$ cat src/design/assert_macros.svh
// shared assertion macros for the slot allocator
`ifndef ASSERT_MACROS_SVH
`define ASSERT_MACROS_SVH

// property checked on every rising edge outside reset
`define NFSA_ASSERT(label, prop, msg) \
  label: assert property (@(posedge clk) disable iff (rst) (prop)) else $error(msg);

// same-cycle implication checked outside reset
`define NFSA_ASSERT_IMPL(label, ante, cons, msg) \
  label: assert property (@(posedge clk) disable iff (rst) (ante) |-> (cons)) else $error(msg);

`endif

$ cat src/design/nfsa_pkg.sv
`default_nettype none

package nfsa_pkg;

  localparam int POOL_SLOTS  = 64;
  localparam int SLOT_W      = 6;
  localparam int COUNT_W     = 7;
  localparam int CHUNK       = 16;
  localparam int CHUNK_W     = 4;
  localparam int NUM_CHUNKS  = POOL_SLOTS / CHUNK;
  localparam int CHUNK_SEL_W = 2;
  localparam int STEP_W      = 3;

  // last scan step revisits the start chunk below the pointer
  localparam logic [STEP_W-1:0] LAST_STEP = STEP_W'(NUM_CHUNKS);

  localparam logic KIND_ALLOC   = 1'b0;
  localparam logic KIND_RELEASE = 1'b1;

  localparam logic [1:0] STATUS_OK          = 2'd0;
  localparam logic [1:0] STATUS_FULL        = 2'd1;
  localparam logic [1:0] STATUS_DOUBLE_FREE = 2'd2;

  typedef struct packed {
    logic              kind;
    logic [SLOT_W-1:0] slot_to_free;
  } req_t;

  typedef struct packed {
    logic [SLOT_W-1:0]  granted_slot;
    logic [1:0]         status;
    logic [COUNT_W-1:0] available;
    logic [COUNT_W-1:0] peak_used;
  } rsp_t;

  typedef struct packed {
    logic              load_req;
    logic [STEP_W-1:0] step;
    logic              commit;
  } ctl_cmd_t;

  typedef struct packed {
    logic kind;
    logic full;
    logic hit;
  } dp_sts_t;

endpackage

`default_nettype wire

$ cat src/design/nfsa_controller.sv
`default_nettype none

module nfsa_controller (
  input  wire logic               clk,
  input  wire logic               rst,
  input  wire logic               in_valid,
  output logic                    in_stall,
  output logic                    out_valid,
  input  wire logic               out_stall,
  input  wire nfsa_pkg::dp_sts_t  sts,
  output nfsa_pkg::ctl_cmd_t      cmd
);

`include "assert_macros.svh"

  localparam logic ST_IDLE = 1'b0;
  localparam logic ST_RUN  = 1'b1;

  logic                        state;
  logic                        state_next;
  logic [nfsa_pkg::STEP_W-1:0] step;
  logic [nfsa_pkg::STEP_W-1:0] step_next;
  logic                        out_valid_next;
  logic                        accept;
  logic                        done;
  logic                        out_room;
  logic                        commit;

  assign in_stall = (state != ST_IDLE);
  assign accept   = in_valid && !in_stall;
  assign done     = (sts.kind == nfsa_pkg::KIND_RELEASE) || sts.full || sts.hit;
  assign out_room = !out_valid || !out_stall;
  assign commit   = (state == ST_RUN) && done && out_room;

  always_comb begin
    state_next = state;
    step_next  = step;
    case (state)
      ST_IDLE: begin
        if (accept) begin
          state_next = ST_RUN;
          step_next  = '0;
        end
      end
      ST_RUN: begin
        if (commit) begin
          state_next = ST_IDLE;
        end else if (!done && step != nfsa_pkg::LAST_STEP) begin
          step_next = step + 1'b1;
        end
      end
      default: begin
        state_next = ST_IDLE;
        step_next  = '0;
      end
    endcase
  end

  always_comb begin
    out_valid_next = out_valid;
    if (commit) begin
      out_valid_next = 1'b1;
    end else if (out_valid && !out_stall) begin
      out_valid_next = 1'b0;
    end
  end

  always_ff @(posedge clk) begin
    if (rst) begin
      state     <= ST_IDLE;
      step      <= '0;
      out_valid <= 1'b0;
    end else begin
      state     <= state_next;
      step      <= step_next;
      out_valid <= out_valid_next;
    end
  end

  assign cmd.load_req = accept;
  assign cmd.step     = step;
  assign cmd.commit   = commit;

  // a pending allocate finds a slot or sees a full pool by the wrap-around step
  `NFSA_ASSERT_IMPL(a_scan_ends, (state == ST_RUN) && (step == nfsa_pkg::LAST_STEP), done, "scan ran past last chunk")
  // a committed beat shows up on the output next cycle
  `NFSA_ASSERT(a_commit_shows, commit |=> out_valid, "committed result not presented")
  // scan step never leaves its range
  `NFSA_ASSERT(a_step_range, step <= nfsa_pkg::LAST_STEP, "scan step out of range")

endmodule

`default_nettype wire

$ cat src/design/nfsa_datapath.sv
`default_nettype none

module nfsa_datapath (
  input  wire logic               clk,
  input  wire logic               rst,
  input  wire nfsa_pkg::ctl_cmd_t cmd,
  input  wire nfsa_pkg::req_t     in_data,
  output nfsa_pkg::dp_sts_t       sts,
  output nfsa_pkg::rsp_t          out_data
);

`include "assert_macros.svh"

  logic [nfsa_pkg::POOL_SLOTS-1:0]  slot_free;
  logic [nfsa_pkg::SLOT_W-1:0]      search_pointer;
  logic [nfsa_pkg::COUNT_W-1:0]     free_count;
  logic [nfsa_pkg::COUNT_W-1:0]     peak_busy;
  nfsa_pkg::req_t                   req;
  nfsa_pkg::rsp_t                   rsp;
  nfsa_pkg::rsp_t                   rsp_next;

  logic [nfsa_pkg::CHUNK_SEL_W-1:0] chunk_sel;
  logic [nfsa_pkg::CHUNK-1:0]       chunk_bits;
  logic [nfsa_pkg::CHUNK-1:0]       start_mask;
  logic [nfsa_pkg::CHUNK-1:0]       cand;
  logic                             hit;
  logic [nfsa_pkg::CHUNK_W-1:0]     hit_pos;
  logic [nfsa_pkg::SLOT_W-1:0]      hit_slot;
  logic                             full;
  logic                             release_bad;
  logic [nfsa_pkg::COUNT_W-1:0]     busy_after;

  // chunk under test: pointer chunk plus step, last step wraps to the start chunk
  assign chunk_sel  = search_pointer[nfsa_pkg::SLOT_W-1:nfsa_pkg::CHUNK_W]
                    + cmd.step[nfsa_pkg::CHUNK_SEL_W-1:0];
  assign chunk_bits = slot_free[{chunk_sel, {nfsa_pkg::CHUNK_W{1'b0}}} +: nfsa_pkg::CHUNK];
  assign start_mask = {nfsa_pkg::CHUNK{1'b1}} << search_pointer[nfsa_pkg::CHUNK_W-1:0];
  assign cand       = (cmd.step == '0) ? (chunk_bits & start_mask) : chunk_bits;

  // lowest free slot in the chunk
  always_comb begin
    hit     = 1'b0;
    hit_pos = '0;
    for (int i = nfsa_pkg::CHUNK - 1; i >= 0; i--) begin
      if (cand[i]) begin
        hit     = 1'b1;
        hit_pos = nfsa_pkg::CHUNK_W'(i);
      end
    end
  end

  assign hit_slot    = {chunk_sel, hit_pos};
  assign full        = (free_count == '0);
  assign release_bad = slot_free[req.slot_to_free];
  assign busy_after  = nfsa_pkg::COUNT_W'(nfsa_pkg::POOL_SLOTS) - free_count + 1'b1;

  assign sts.kind = req.kind;
  assign sts.full = full;
  assign sts.hit  = hit;

  always_ff @(posedge clk) begin
    if (rst) begin
      slot_free      <= '1;
      search_pointer <= '0;
      free_count     <= nfsa_pkg::COUNT_W'(nfsa_pkg::POOL_SLOTS);
      peak_busy      <= '0;
    end else if (cmd.commit) begin
      if (req.kind == nfsa_pkg::KIND_ALLOC) begin
        if (!full) begin
          slot_free[hit_slot] <= 1'b0;
          free_count          <= free_count - 1'b1;
          search_pointer      <= hit_slot + 1'b1;
          if (busy_after > peak_busy) begin
            peak_busy <= busy_after;
          end
        end
      end else if (!release_bad) begin
        slot_free[req.slot_to_free] <= 1'b1;
        free_count                  <= free_count + 1'b1;
      end
    end
  end

  always_ff @(posedge clk) begin
    if (cmd.load_req) begin
      req <= in_data;
    end
  end

  // result as the state stands after the commit
  always_comb begin
    rsp_next.granted_slot = '0;
    rsp_next.status       = nfsa_pkg::STATUS_OK;
    rsp_next.available    = free_count;
    rsp_next.peak_used    = peak_busy;
    if (req.kind == nfsa_pkg::KIND_ALLOC) begin
      if (full) begin
        rsp_next.status = nfsa_pkg::STATUS_FULL;
      end else begin
        rsp_next.granted_slot = hit_slot;
        rsp_next.available    = free_count - 1'b1;
        if (busy_after > peak_busy) begin
          rsp_next.peak_used = busy_after;
        end
      end
    end else if (release_bad) begin
      rsp_next.status = nfsa_pkg::STATUS_DOUBLE_FREE;
    end else begin
      rsp_next.available = free_count + 1'b1;
    end
  end

  // result register
  always_ff @(posedge clk) begin
    if (cmd.commit) begin
      rsp <= rsp_next;
    end
  end

  assign out_data = rsp;

  // count always matches the bitmap
  `NFSA_ASSERT(a_count_match, $countones(slot_free) == free_count, "free count out of step with bitmap")
  // peak never below the busy slots now held
  `NFSA_ASSERT(a_peak_floor, ((nfsa_pkg::COUNT_W+1)'(peak_busy) + free_count) >= (nfsa_pkg::COUNT_W+1)'(nfsa_pkg::POOL_SLOTS), "peak below current usage")
  // an allocate committed with room left has found a slot
  `NFSA_ASSERT_IMPL(a_alloc_hit, cmd.commit && (req.kind == nfsa_pkg::KIND_ALLOC) && !full, hit, "allocate committed without a slot")

endmodule

`default_nettype wire

$ cat src/design/next_fit_slot_allocator_top.sv
// a release or a full-pool allocate is decided at the first scan step; an allocate scans
//   one 16-slot chunk of the free bitmap per cycle, up to 5 steps, until a free slot is found
// one request in flight; the next beat is taken the cycle after a result is
//   registered, and a result is committed only when the result register has room
// reset (rst, synchronous, active high): every slot free, search pointer zero,
//   available count at pool size, peak zero; no clearing pass
`default_nettype none

module next_fit_slot_allocator_top (
  input  wire logic           clk,
  input  wire logic           rst,
  // request beats
  input  wire logic           in_valid,
  output logic                in_stall,
  input  wire nfsa_pkg::req_t in_data,
  // result beats
  output logic                out_valid,
  input  wire logic           out_stall,
  output nfsa_pkg::rsp_t      out_data
);

  // command and status between sequencer and datapath
  nfsa_pkg::ctl_cmd_t cmd;
  nfsa_pkg::dp_sts_t  sts;

  // sequencer: takes a beat, steps the chunk scan, commits when the result register has room
  nfsa_controller u_ctrl (
    .clk       (clk),
    .rst       (rst),
    .in_valid  (in_valid),
    .in_stall  (in_stall),
    .out_valid (out_valid),
    .out_stall (out_stall),
    .sts       (sts),
    .cmd       (cmd)
  );

  // datapath: free bitmap, search pointer, counts, chunk search and result register
  nfsa_datapath u_dp (
    .clk      (clk),
    .rst      (rst),
    .cmd      (cmd),
    .in_data  (in_data),
    .sts      (sts),
    .out_data (out_data)
  );

endmodule

`default_nettype wire
$ cat config.mk
export PLATFORM = sky130hd
export DESIGN_NAME = next_fit_slot_allocator_top
export DESIGN_NICKNAME = d
export VERILOG_FILES = /design/src/design/nfsa_pkg.sv /design/src/design/nfsa_controller.sv /design/src/design/nfsa_datapath.sv /design/src/design/next_fit_slot_allocator_top.sv
export VERILOG_INCLUDE_DIRS = /design/src /design/src/design
export SDC_FILE = /design/constraint.sdc
export NUM_CORES = 1
export LEC_CHECK = 0
export BUFFER_PORTS_ARGS = -buffer_cell sky130_fd_sc_hd__buf_2
export CAP_MARGIN = 20
export CELL_PAD_IN_SITES_DETAIL_PLACEMENT = 0
export CELL_PAD_IN_SITES_GLOBAL_PLACEMENT = 1
export CORE_MARGIN = 3
export CORE_UTILIZATION = 45
export CTS_CLUSTER_DIAMETER = 30
export CTS_CLUSTER_SIZE = 25
export DETAILED_ROUTE_END_ITERATION = 8
export PLACE_DENSITY = 0.79
export SLEW_MARGIN = 15
export SYNTH_ARGS = -nofsm -noshare
export SYNTH_HDL_FRONTEND = slang
export SYNTH_SLANG_ARGS = --single-unit
$ cat constraint.sdc
create_clock -name clk -period 4.1 [get_ports clk]
set_input_delay 1.025 -clock clk [delete_from_list [all_inputs] [get_ports clk]]
set_output_delay 1.025 -clock clk [all_outputs]
set_load 0.03 [all_outputs]
Word-level counts from Yosys, hierarchy flattened
Index checks and enable logic that the tools add are counted.
W data, S select, Z words.
- add/subtract/negate cells: 7
- shifts and indexed selects: 2
- reduce and logical (&&, ||, !) cells: 22
- mux-type cells: 60
- eq/ne operators: 6
- bitwise gates (word level): 7
- order comparisons: 5
- operators by type and width (cell ; count):
    $mux W64 ; 3
    $and A64 B64 Y64 ; 1
    $mux W4 ; 16
    $not A64 Y64 ; 1
    $or A64 B64 Y64 ; 1
    $shiftx A64 B7 Y16 ; 1
    $mux W7 ; 5
    $mux W1 ; 24
    $and A16 B16 Y16 ; 1
    $mux W16 ; 1
    $shl A16 B4 Y16 const A ; 1
    $add A7 B1 Y7 const B ; 2
    $lt A6 B7 Y1 const B ; 2
    $mux W14 ; 1
    $demux W1 S6 ; 2
    $ge A6 B1 Y1 const B ; 2
    $mux W3 ; 3
    $mux W9 ; 1
    $reduce_and A3 Y1 ; 3
    $gt A7 B7 Y1 ; 1
    $logic_and A1 B1 Y1 ; 7
    $logic_not A7 Y1 ; 1
    $sub A7 B1 Y7 const B ; 1
    $sub A7 B7 Y7 const A ; 1
    other kinds (17) ; 27
- flip-flop bits (word level): 118
- logic and storage cells: 122
- output and inout bits: 24

Logic depth before layout (Yosys ltp)
Gate-level depths: netlist (run 1).
- word-level depth: 28
- mapped depth: 15
- mapped depth without buffers: 13

Cells and area by module
Synthesis (run 1) repeated with hierarchy kept, for this count alone.
- cell total of the unflattened synthesis: 780
- area total of the unflattened synthesis: 7155.6 um^2
- modules (own cells, without submodules) (module ; area each (um^2) ; cells each ; times used):
    nfsa_datapath ; 6874.1 ; 748 ; 1
    nfsa_controller ; 281.5 ; 32 ; 1

Worst setup path after synthesis (run 1)
No wires, ideal clock.
- path type: reg-to-reg
- start point: register u_ctrl.step[1] in the netlist's numbering
- end point: register u_dp.rsp (netlist bit u_dp.out_data[0]) (enable)
- buffers on the path: 3
- setup slack: 0.420 ns
- data arrival time: 3.278 ns
- data required time: 3.698 ns
- cell stages (with the launch flop): 13
- cell sequence: dfxtp_1 buf_2 inv_1 ha_1 and3b_1 buf_2 and3_1 nor4_1 a221o_1 nor3_1 and2_1 clkbuf_1 nor2_1
- RTL lines (what ; line ; RTL):
    start: declaration ; nfsa_controller.sv:21 ; logic [nfsa_pkg::STEP_W-1:0] step;
    start signal: assignment ; nfsa_controller.sv:75 ; step <= step_next;
    end signal: assignment ; nfsa_datapath.sv:116 ; rsp <= rsp_next;
    end: declaration ; nfsa_datapath.sv:19 ; nfsa_pkg::rsp_t rsp;

Worst setup path in the final report (run 1)
- start point: register u_dp.req[1] in the netlist's numbering
- end point: register u_dp.slot_free[27] in the netlist's numbering
- word-level cells in the longest chain between the ends: 7
- elaborated cells between the ends (all ways): 12
- ends and longest elaborated chain (what ; line ; RTL):
    start: declaration ; nfsa_datapath.sv:18 ; nfsa_pkg::req_t req;
    start signal: assignment ; nfsa_datapath.sv:86 ; req <= in_data;
    $lt A6 B7 Y1 (implied by the code) or $ge A6 B1 Y1 (tied branches) ; nfsa_datapath.sv:78 ; slot_free[req.slot_to_free] <= 1'b1;
    $logic_and A1 B1 Y1 (implied by the code) ; nfsa_datapath.sv:78 ;
    $mux W1 (implied by the code) ; nfsa_datapath.sv:78 ;
    $demux W1 S6 ; -- ;
    $or A64 B64 Y64 (no line) ; -- ;
    $mux W64 ; nfsa_datapath.sv:77 ; end else if (!release_bad) begin
    $mux W64 ; nfsa_datapath.sv:68 ; if (req.kind == nfsa_pkg::KIND_ALLOC) begin
    end signal: assignment ; nfsa_datapath.sv:63 ; slot_free <= '1;
    end signal: indexed assignment ; nfsa_datapath.sv:70 ; slot_free[hit_slot] <= 1'b0;
    end signal: indexed assignment ; nfsa_datapath.sv:78 ;
    end: declaration ; nfsa_datapath.sv:14 ; logic [nfsa_pkg::POOL_SLOTS-1:0] slot_free;
Several ways; a longest one is shown, not always the timed one. The select of a mux whose other input is x is not followed.
A chain may end at the register's enable or synchronous reset.

==> metrics.csv, run 1 <==
metric,value,unit
start_util,46.32,%
clock_latency,0.42,ns
final_cell_mix,"nor2_1, dfxtp_1, o32a_1, nand2_1, a21oi_1",
vias,6655,
grt_pass1_vias,6356,
clock_sinks,118,
rsz0062_at_grt,false,
gp_congestion,0.9808,
top_usage_layer,met2,
drt-pass1-iter-count,8,
cp_num_cells,9,
grt_pass1_wl,37340,um
ir_drop,0.0003035,V
fin_nets,836,
timing_max_transition_violations_final,0,
timing.hold.ws,0.4975,ns
fillerInstances,1402,
yosysTopAreaCell,dfxtp_1,
postCtsSetupBuffers,0,
seq_area,2653,um^2
drtIter0Drc,908,
setup_viol,0,
synth_cell_type_count,72,
synth_cells,777,
dieArea,17310,um^2
wl,23800,um
path_cells,mux2_2 -> a221oi_1 -> o22a_1 -> o22ai_1 -> nor4_4 -> nand2_1 -> or3_1 -> or3_1 -> a2bb2oi_1,
power.density,416.9,nW/um^2
overflow,0,
crit_fanout,17,
cts-root-buf,clkbuf_16,
tns,0,ns
fmax,0.2524,GHz
layout-drive-gt1-share,17.03,%
multi_input_area,4164,um^2
antenna_found_initial,0,
critPathBufInv,0,
diodes,0,
synthArstFlopShare,0,%
dp_hpwl,17700,um
slowest_delay,0.82,ns
hold_start,u_dp.peak_busy[3],
crit_required,4.44,ns
r2r-end,u_dp.slot_free[27],
worst_pin_slew,0.7931,ns
worst_path_max_delay_cell,edfxtp_1,
ys_ff_latch,118,
met2_usage,41.06,%
fin_crit,3.962,ns
cp_common_cell,or3_1,
setup_ws,0.1380,ns
grtUsageMet1,39.12,%
die_h,131.6,um
die_w,131.6,um
clk_path_buf_depth,2,
hp-class,reg2reg,
synth_nets,804,
hold_viol,0,
grt_usage,27.71,%
pre_cts_slack,0.04873,ns
rr_startpoint,u_dp.req[1],
ant_nets,0,
cts_tree,built,
ys_warn_count,0,
endpoint_kind,flop,
coreArea,15310,um^2
met3_usage,6.279,%
worstSetupStartpointType,flop,
layout_commonest_cell,nor2_1,
clkTransAtPathRegs,0.06,ns
num_io_pins,35,
crit_type,reg2reg,
rrSetupSlack,0.14,ns
relSlewSlack,47.13,%
htreeDepth,4,
portBuffers,34,
drc,0,
period_share,96.63,%
cts_buffers,17,
cp_top_family,simple AND/OR/NAND/NOR gates,
syn_area,7094,um^2
crit_arrival,4.30,ns
grt_max_degree,52,
outcome,"complete, no violations",
reg2reg_depth,9,
synth-edff-count,29,
ys.flop_type,dfxtp_1,
p_leak,2.886,nW
cap_violations,0,
whs_endpoint,u_dp.peak_busy[3],
synth_area_leaders,"dfxtp_1, edfxtp_1, nor2_1",
area_growth,15.27,%
whs_path_depth,2,
wl_per_cell,23.04,um
seq_area_frac_synth,37.39,%
utilization,53.40,%
rows,45,
avgSynthCellArea,9.130,um^2
viasPerCell,6.442,
skew,0.01240,ns
synth_top_area_share,25.11,%
[power by group]
part / leakage, nW / internal, mW / switching [mW] / total (mW)
Combinational: 1.61 / 0.218 / 0.391 / 0.609
Clock: 0.273 / 0.968 / 0.528 / 1.50
Sequential: 1.00 / 1.25 / 0.0545 / 1.30
Total: 2.89 / 2.43 / 0.974 / 3.41
[cell families (layout without fill, tap and decap cells)]
family / count (synthesis) / in the layout / share of synthesized area (%)
buffers and inverters: 74 / 119 / 4.303
DFF: 118 / 118 / 37.39
xor gates and xnor gates: 20 / 20 / 2.875
muxes: 54 / 54 / 9.506
and+or+nand+nor: 290 / 290 / 20.95
adders and majority gates: 16 / 16 / 2.822
AOI/OAI and AO/OA: 205 / 205 / 22.15
[worst register-to-register path, delay by kind of cell, from the launching register on]
kind	cells	cell delay [ns]
AND/OR/NAND/NOR	4	1.81
flip-flops	1	0.82
AO/OA/AOI/OAI	4	0.82
multiplexers	1	0.42
[Yosys cell counts (15+ instances only)]
cell type  number
a21oi_1        36
ha_1           16
or3_1          15
inv_1          19
nand2_1        36
nand3_1        26
nand2b_1       15
nor3_1         21
o32a_1         38
o21ai_0        23
nor2b_1        15
dfxtp_1        89
nor2_1        108
a211oi_1       32
edfxtp_1       29
mux2i_1        31
clkbuf_1       37
[state kept, by name, indices dropped and copies added, names as in the netlist]
| register | count |
|---|---|
| u_ctrl.in_stall | 1 |
| u_ctrl.out_valid | 1 |
| u_ctrl.step | 3 |
| u_dp.free_count | 7 |
| u_dp.out_data | 22 |
| u_dp.peak_busy | 7 |
| u_dp.req | 6 |
| u_dp.search_pointer | 6 |
| u_dp.slot_free | 64 |
| u_dp.sts | 1 |
[how the worst max path moves through the flow]
stage | start | end | slack [ns]
floorplan | u_ctrl.step[1] | u_dp.out_data[0] | 0.42
global placement | u_dp.req[1] | u_dp.slot_free[51] | 0.03
global route | u_ctrl.step[0] | u_dp.slot_free[14] | 0.004
detailed placement | u_dp.req[1] | u_dp.slot_free[52] | 0.05
finish | u_dp.req[1] | u_dp.slot_free[27] | 0.14
CTS | u_dp.req[1] | u_dp.slot_free[51] | 0.03
[layout make-up]
type | instances | share of cell area [%]
multi-input cells | 585 | 50.92
flip-flops and latches | 118 | 32.44
clock buffers | 23 | 5.600
repair buffers | 68 | 5.355
well taps | 211 | 3.228
clock inverters | 9 | 1.591
inverters | 19 | 0.8721
[per-stage QoR]
step	power (mW)	cells	area (um^2)
after global placement	1.905	1000	7557
after floorplan	1.740	777	7094
after CTS	3.404	1033	8153
after detailed placement	1.918	1001	7565
after global routing	3.539	1033	8178
final	3.409	1033	8178
[routing by layer]
| layer | vias to the layer above | part of all wire (%) |
|---|---|---|
| met5 | - | 0 |
| met4 | 0 | 3.6 |
| met3 | 74 | 8.8 |
| met2 | 386 | 43 |
| met1 | 3199 | 44 |
| li1 | 2996 | - |
[timing repair]
| action | in CTS | in global routing |
|---|---|---|
| setup endpoints to repair | 0 | 42 |
| hold buffers | 0 | 0 |
| gates resized for setup | 0 | 7 |
Note: power is estimated with default switching activity, not from simulation.
==> run 2: changes to the inputs <==
--- a/config.mk
+++ b/config.mk
@@ -8,14 +8,12 @@
 export LEC_CHECK = 0
 export BUFFER_PORTS_ARGS = -buffer_cell sky130_fd_sc_hd__buf_2
 export CAP_MARGIN = 20
-export CELL_PAD_IN_SITES_DETAIL_PLACEMENT = 0
-export CELL_PAD_IN_SITES_GLOBAL_PLACEMENT = 1
 export CORE_MARGIN = 3
 export CORE_UTILIZATION = 45
 export CTS_CLUSTER_DIAMETER = 30
 export CTS_CLUSTER_SIZE = 25
 export DETAILED_ROUTE_END_ITERATION = 8
-export PLACE_DENSITY = 0.79
+export PLACE_DENSITY = 0.65
 export SLEW_MARGIN = 15
 export SYNTH_ARGS = -nofsm -noshare
 export SYNTH_HDL_FRONTEND = slang
==> constraint.sdc (replaced) <==
create_clock -name clk -period 4.9 [get_ports clk]
set_input_delay 1.225 -clock clk [delete_from_list [all_inputs] [get_ports clk]]
set_output_delay 1.225 -clock clk [all_outputs]
set_load 0.03 [all_outputs]
==> run 2 against run 1 <==
  * Combinational power down 23%
  * Sequential share of layout area up 0.83 points
  * Clock skew down 0.0029 ns
  * Sequential cell count unchanged
  * Final cell count down 2.0%
  * Sequential power down 15%
  * Worst setup slack better by 0.49 ns
  * Global-route usage down 1.9 points
  * Fmax down 7.2%
  * Critical path type unchanged
==> metrics.csv, run 2 (synthesis gave the netlist of run 1 again) <==
metric,value,unit,change
grt_pass1_vias,6245,,was 6356
rsz0062_at_grt,false,,unchanged
coreArea,15310,um^2,unchanged
slowest_delay,0.63,ns,was 0.82 ns
path_cells,ha_1 -> xnor3_1 -> buf_4 -> a211oi_1 -> nor4_2 -> nor3b_2 -> a211o_1 -> nand2b_1 -> nor4_4 -> a31oi_1,,was mux2_2 -> a221oi_1 -> o22a_1 -> o22ai_1 -> nor4_4 -> nand2_1 -> or3_1 -> or3_1 -> a2bb2oi_1
hold_viol,0,,unchanged
die_h,131.6,um,unchanged
fin_nets,815,,was 836
postCtsSetupBuffers,0,,unchanged
drc,0,,unchanged
worst_path_max_delay_cell,a211oi_1,,was edfxtp_1
fmax,0.2342,GHz,was 0.2524 GHz
postCtsHoldBufs,0,,unchanged
p_leak,2.779,nW,was 2.886 nW
wl,22310,um,was 23800 um
cp_num_cells,10,,was 9
rr_startpoint,u_ctrl.step[0],,was u_dp.req[1]
grt_usage,25.83,%,was 27.71%
max_flop_register,u_dp.slot_free,,unchanged
die_w,131.6,um,unchanged
vias,6550,,was 6655
num_io_pins,35,,unchanged
viasPerCell,6.472,,was 6.442
ir_drop,0.0002521,V,was 0.0003035 V
setup_viol,0,,unchanged
htreeDepth,4,,unchanged
crit_type,reg2reg,,unchanged
endpoint_kind,flop,,unchanged
drt-pass1-iter-count,7,,was 8
timing_max_transition_violations_final,0,,unchanged
cts-root-buf,clkbuf_16,,unchanged
clkTransAtPathRegs,0.05,ns,was 0.06 ns
gp_congestion,1.009,,was 0.9808
outcome,"complete, no violations",,unchanged
dieArea,17310,um^2,unchanged
layout_commonest_cell,nor2_1,,unchanged
dp_hpwl,16450,um,was 17700 um
portBuffers,34,,unchanged
reg2reg_depth,10,,was 9
critPathCapture,u_dp.slot_free[41],,was u_dp.slot_free[27]
cts_buffers,17,,unchanged
utilization,52.06,%,was 53.40%
cts_tree,built,,unchanged
diodes,0,,unchanged
rows,45,,unchanged
drtIter0Drc,1184,,was 908
wl_per_cell,22.04,um,was 23.04 um
cap_violations,0,,unchanged
start_util,46.32,%,unchanged
crit_fanout,20,,was 17
ant_nets,0,,unchanged
clock_latency,0.43,ns,was 0.42 ns
cp_top_family,simple AND/OR/NAND/NOR gates,,unchanged
period_share,87.13,%,was 96.63%
layout-drive-gt1-share,14.61,%,was 17.03%
worstSetupStartpointType,flop,,unchanged
overflow,0,,unchanged
tns,0,ns,unchanged
antenna_found_initial,0,,unchanged
power.density,346.2,nW/um^2,was 416.9 nW/um^2
final_cell_mix,"nor2_1, dfxtp_1, o32a_1, nand2_1, a21oi_1",,unchanged
skew,0.009508,ns,was 0.01240 ns
fin_crit,4.269,ns,was 3.962 ns
rrSetupSlack,0.63,ns,was 0.14 ns
startpoint,u_ctrl.step[0],,was u_dp.req[1]
grt_max_degree,50,,was 52
hp-class,reg2reg,,unchanged
r2r-end,u_dp.slot_free[41],,was u_dp.slot_free[27]
grt_pass1_wl,35230,um,was 37340 um
fillerInstances,1416,,was 1402
crit_arrival,4.54,ns,was 4.30 ns
largest_register_ffs,64,,unchanged
clk_path_buf_depth,2,,unchanged
cts.repair.resized,0,,unchanged
area_growth,12.38,%,was 15.27%
clock_sinks,118,,unchanged
crit_required,5.17,ns,was 4.44 ns
critPathBufInv,1,,was 0
p_total,2.760,mW,was 3.409 mW
relSlewSlack,26.57,%,was 47.13%
worst_pin_slew,1.099,ns,was 0.7931 ns
-- run 2: cell count changes in the layout (fill, tap and decap cells not counted), moves of 2 or more --
cell        delta
buf_4         -20
bufinv_16      -3
clkbuf_1       -2
clkbuf_16      +2
clkbuf_8       +3
clkinv_2       +2
clkinvlp_4     -3
-- run 2: tightest hold or removal path, stage by stage (launching register included) --
cell,delay (ns)
dfxtp_1,0.32
mux2i_1,0.06
nor2_1,0.07
-- run 2: how the worst min path moves through the flow --
stage,start,end,slack (ns),depth (start not counted)
floorplan,u_dp.peak_busy[1],u_dp.peak_busy[1],0.46,2
global placement,u_dp.peak_busy[6],u_dp.peak_busy[6],0.47,2
detailed placement,u_dp.peak_busy[6],u_dp.peak_busy[6],0.48,2
CTS,u_dp.peak_busy[6],u_dp.peak_busy[6],0.49,2
global route,u_dp.peak_busy[3],u_dp.peak_busy[3],0.54,2
finish,u_dp.peak_busy[6],u_dp.peak_busy[6],0.49,2
-- run 2: cell type report --
cell class	count	area (um^2)	area share, %
clock buffer	26	541.8	6.795
clock inverter	6	36.28	0.4551
inverter	19	71.32	0.8945
multi-input combinational	585	4139	51.91
sequential	118	2653	33.27
tap	211	264.0	3.311
timing repair buffer	47	267.8	3.358
-- run 2: where the power goes --
group          switching (mW)  internal, mW
Clock                   0.439         0.756
Sequential             0.0520          1.05
Combinational           0.303         0.165
-- run 2: per-layer routing --
metal	track usage [%]	vias to the layer above	wire, um
met5	0	-	0
met4	14.99	0	1319
met3	7.619	116	2461
met2	36.85	408	9423
met1	34.63	3078	9102
li1	-	2948	-
-- run 2: per-stage QoR --
stage          cell area [um^2]  std cells  hold WS [ns]  setup WS, ns
5_1_grt                    7973       1012        0.5391        0.3528
4_1_cts                    7973       1012        0.4945        0.7322
6_report                   7973       1012        0.4917        0.6306
2_1_floorplan              7094        777        0.4604         1.220
3_3_place_gp               7395        980        0.4749        0.8108
3_5_place_dp               7395        980        0.4788        0.7510
